$ cat src/sv/gmpe_pkg.sv
// package for the grid bottleneck path search block
// shared constants, control structs and state codes; no dependencies
`default_nettype none
package gmpe_pkg;
  localparam int MaxRowsDefault    = 32;
  localparam int MaxColsDefault    = 32;
  localparam int HeightBitsDefault = 16;
  localparam int CfgIndexWidth     = 1;
  localparam logic CfgRowCount    = 1'b0;
  localparam logic CfgColumnCount = 1'b1;

  typedef enum logic [8:0] {
    ST_LOAD   = 9'b000000001,
    ST_CLEAR  = 9'b000000010,
    ST_SCAN   = 9'b000000100,
    ST_PICK   = 9'b000001000,
    ST_NREAD  = 9'b000010000,
    ST_NWAIT  = 9'b000100000,
    ST_NWRITE = 9'b001000000,
    ST_TAIL   = 9'b010000000,
    ST_OUT    = 9'b100000000
  } state_t;

  // controller to datapath
  typedef struct packed {
    logic load;        // write accepted height, bump load count
    logic init;        // latch sizes, zero counters for a search
    logic clear_step;  // write one dist/settled entry
    logic scan_step;   // issue scan read and fold previous
    logic scan_start;
    logic pick;        // latch chosen cell, mark settled
    logic nread;       // read neighbour entries
    logic nwrite;      // relax and advance neighbour index
    logic tail_read;
    logic out_load;
  } cmd_t;

  // datapath to controller
  typedef struct packed {
    logic grid_full;
    logic single;
    logic clear_done;
    logic scan_done;
    logic found;
    logic nbr_valid;
    logic nbr_last;
  } sts_t;
endpackage
`default_nettype wire

$ cat src/sv/gmpe_ctrl.sv
// controller state machine for the grid bottleneck path search
// depends on gmpe_pkg
`default_nettype none
module gmpe_ctrl (
  input  wire logic            clk,
  input  wire logic            rst,
  input  wire logic            in_valid,
  output logic                 in_stall,
  output logic                 out_valid,
  input  wire logic            out_stall,
  output gmpe_pkg::cmd_t       cmd,
  input  wire gmpe_pkg::sts_t  sts
);
  gmpe_pkg::state_t state, state_next;
  logic out_full;
  logic accept;

  assign in_stall  = (state != gmpe_pkg::ST_LOAD) || out_full;
  assign accept    = in_valid && !in_stall;
  assign out_valid = out_full;

  always_comb begin
    state_next = state;
    cmd = '0;
    case (state)
      gmpe_pkg::ST_LOAD: begin
        if (accept) begin
          cmd.load = 1'b1;
          if (sts.grid_full) begin
            cmd.init = 1'b1;
            state_next = sts.single ? gmpe_pkg::ST_OUT : gmpe_pkg::ST_CLEAR;
          end
        end
      end
      gmpe_pkg::ST_CLEAR: begin
        cmd.clear_step = 1'b1;
        if (sts.clear_done) begin
          cmd.scan_start = 1'b1;
          state_next = gmpe_pkg::ST_SCAN;
        end
      end
      gmpe_pkg::ST_SCAN: begin
        cmd.scan_step = 1'b1;
        if (sts.scan_done) state_next = gmpe_pkg::ST_PICK;
      end
      gmpe_pkg::ST_PICK: begin
        if (sts.found) begin
          cmd.pick = 1'b1;
          state_next = gmpe_pkg::ST_NREAD;
        end else begin
          cmd.tail_read = 1'b1;
          state_next = gmpe_pkg::ST_TAIL;
        end
      end
      gmpe_pkg::ST_NREAD: begin
        if (sts.nbr_valid) begin
          cmd.nread = 1'b1;
          state_next = gmpe_pkg::ST_NWAIT;
        end else begin
          cmd.nwrite = 1'b1;
          if (sts.nbr_last) begin
            cmd.scan_start = 1'b1;
            state_next = gmpe_pkg::ST_SCAN;
          end
        end
      end
      gmpe_pkg::ST_NWAIT: begin
        // keep the neighbour address on the store read ports
        cmd.nread = 1'b1;
        state_next = gmpe_pkg::ST_NWRITE;
      end
      gmpe_pkg::ST_NWRITE: begin
        cmd.nwrite = 1'b1;
        if (sts.nbr_last) begin
          cmd.scan_start = 1'b1;
          state_next = gmpe_pkg::ST_SCAN;
        end else state_next = gmpe_pkg::ST_NREAD;
      end
      gmpe_pkg::ST_TAIL: begin
        cmd.tail_read = 1'b1;
        state_next = gmpe_pkg::ST_OUT;
      end
      gmpe_pkg::ST_OUT: begin
        cmd.out_load = 1'b1;
        state_next = gmpe_pkg::ST_LOAD;
      end
      default: state_next = gmpe_pkg::ST_LOAD;
    endcase
  end

  always_ff @(posedge clk) begin
    if (rst) begin
      state <= gmpe_pkg::ST_LOAD;
      out_full <= 1'b0;
    end else begin
      state <= state_next;
      if (cmd.out_load) out_full <= 1'b1;
      else if (out_full && !out_stall) out_full <= 1'b0;
    end
  end
endmodule
`default_nettype wire

$ cat config.mk
export PLATFORM = sky130hd
export DESIGN_NAME = gmpe_ctrl
export DESIGN_NICKNAME = d
export VERILOG_FILES = /design/src/sv/gmpe_pkg.sv /design/src/sv/gmpe_ctrl.sv
export SDC_FILE = /design/constraint.sdc
export NUM_CORES = 1
export LEC_CHECK = 0
export BUFFER_PORTS_ARGS = -buffer_cell sky130_fd_sc_hd__buf_2
export CAP_MARGIN = 20
export CORE_MARGIN = 8
export CORE_UTILIZATION = 43
export DETAILED_ROUTE_END_ITERATION = 8
export MAX_ROUTING_LAYER = met4
export PLACE_DENSITY_LB_ADDON = 0.3
export SYNTH_ARGS = -nofsm -noshare
export SYNTH_HDL_FRONTEND = slang
export SYNTH_SLANG_ARGS = --single-unit
$ cat constraint.sdc
create_clock -name clk -period 1.7 [get_ports clk]
set_clock_uncertainty 0.15 [all_clocks]
set_input_delay 0 -clock clk [delete_from_list [all_inputs] [get_ports clk]]
set_output_delay 0 -clock clk [all_outputs]
set_load 0.01 [all_outputs]
==> out/metrics.csv <==
metric,value,unit
cts-root-buf,clkbuf_4,
via_count,919,
p_comb_frac,0.283,
whs,0.0300,ns
rr_endpoint,state[4]$_SDFFE_PP0P_,
layout.nets,146,
synth_edf_count,0,
async_flop_share,0,
grt_pass1_wl,3490,um
fmax,542,MHz
rows,14,
final_max_slew_viol_count,0,
power_switching_share,0.304,
syn_avg_cell_area,7.76,um^2
cts_made_buffers,3,
n_antenna_cell,0,
io_pins,23,
worstPathMaxFanout,6,
pwr_density_cell,581,nW/um^2
whs_path_depth,5,
syn-instance-count,85,
syn_area,659,um^2
end_kind,output pin,
grt_setup_unrepaired,yes,
cts.reportedPaths.clkPinSlew,0.08,ns
cp-startpoint,state[6]$_SDFFE_PP0P_,
yosys_warnings,0,
numPortBuffers,22,
synth_cell_type_count,35,
antenna_found_initial,0,
cap_violations,0,
grt_overflow,0,
syn_to_final_growth,75.1,%
ys_seq_area_frac,0.304,
hold_violations,0,
dp_hpwl,1500,um
die_width,55.2,um
clockBufferDepth,2,
vias_per_cell,6.13,
critical_path_class,reg -> out,
post_drt_wl_per_cell,17.0,um
outcome,"finished, violations left",
dieArea,3040,um^2
arrival,1.70,ns
grt_usage,0.161,
p_clk_frac,0.335,
drtIter0Drc,60,
finalWirelength,2550,um
detail-route-antenna-nets,0,
gp_congestion,0.945,
drive_gt1_frac,0.552,
required,1.55,ns
setup_viol,6,
worst_pin_slew,0.290,ns
min_path_type,in -> reg,
coreArea,1470,um^2
htree_levels,1,
cts_tree,built,
period_minus_slack,1.85,ns
fin_area,1150,um^2
synth-seq-cells,10,
die_y,55.2,um
dpl_cell_area,846,um^2
clk_latency,0.28,ns
final_cell_mix,"20 x buf_2, 20 x buf_4, 8 x nor2_1",
r2r-start,state[6]$_SDFFE_PP0P_,
reg2reg_depth,5,
finalCritPeriodShare,1.09,
clock-sinks,10,
power.leakage,0.536,nW
timing.final.ws_setup,-0.146,ns
slew_headroom,0.804,
utilization,0.785,
violations,setup timing,
drc,0,
grt_max_degree,9,
r2r_slack,-0.03,ns
initial_core_util,0.448,
cp-start-kind,register,
internal_power,467,uW
min_from,sts[1],
synth-main-ff-cell,dfxtp_1,
syn_nets,96,
p_switching,204,uW
first_global_vias,786,
seq_power_share,0.382,
endpoint,cmd[9],
irDropWorstVdd,408,uV
drt_pass1_iterations,4,
cells in the mapped netlist, types with 2 or more instances:
master / n / area share
dfxtp_1: 10 / 0.30
nor2_1: 9 / 0.051
nand2_1: 8 / 0.046
a21oi_1: 5 / 0.038
inv_1: 5 / 0.028
nor3_1: 4 / 0.030
nor4b_1: 4 / 0.053
o21ai_0: 4 / 0.030
nand3_1: 3 / 0.023
nand4_1: 3 / 0.028
a211oi_1: 2 / 0.023
clkbuf_2: 2 / 0.015
nor3b_1: 2 / 0.023
nor4_1: 2 / 0.019
xor2_1: 2 / 0.027
registers in the layout (all words and copies together) (netlist names):
signal	flops
state	9
out_valid	1
timing repair:
item,in CTS,in global routing
hold buffers,7,0
pin swaps,8,8
buffers inserted,5,6
resized for setup,10,24
hold endpoints to repair,9,0
setup endpoints to repair,8,16
cloned,0,0
kinds of logic (layout without fill, tap and decap cells):
family                    count (synthesis)  in the layout  share of synthesized area
AOI/OAI and AO/OA                        16             16                      0.165
DFF                                      10             10                      0.304
buffers and inverters                     9             58                     0.0569
and+or+nand+nor                          48             48                      0.448
xor gates and xnor gates                  2              2                     0.0266
worst max-delay path: stages (launching register included):
cell     delay (ns)
dfxtp_4        0.37
or3_4          0.41
nor3_4         0.16
nand2_2        0.11
nor3b_1        0.20
buf_2          0.16
metal layers:
layer	wire length (um)	track usage
met1	1030	0.185
met2	1260	0.271
met3	204	0.0348
met4	62	0.0520
met5	0	-
area by class of cell:
cell class	count	area, um^2
tap	16	20.0
clock buffer	4	36.3
sequential	10	220
multi-input combinational	66	517
inverter	5	18.8
timing repair buffer	49	343
fill	92	317
power groups by stage:
stage,registers [mW],logic [mW],clock network (mW)
after floorplan,0.256,0.0772,0
after global placement,0.257,0.135,0
after detailed placement,0.258,0.135,0
after CTS,0.253,0.158,0.223
after global routing,0.258,0.204,0.239
final,0.256,0.190,0.225
through the flow:
step | total power [mW] | setup TNS, ns | std cells | setup WS (ns)
after floorplan | 0.333 | 0 | 85 | 0.0449
after global placement | 0.392 | 0 | 129 | 0.0313
after detailed placement | 0.393 | 0 | 129 | 0.00848
after CTS | 0.633 | -0.426 | 144 | -0.128
after global routing | 0.700 | -1.27 | 150 | -0.211
final | 0.670 | -0.550 | 150 | -0.146
how the worst min path moves through the flow:
stage	to
floorplan	state[2]$_SDFFE_PP0P_
global placement	state[7]$_SDFFE_PP0P_
detailed placement	state[7]$_SDFFE_PP0P_
CTS	state[5]$_SDFFE_PP0P_
global route	state[5]$_SDFFE_PP0P_
finish	state[5]$_SDFFE_PP0P_
Power figures use the tool's default switching activity.
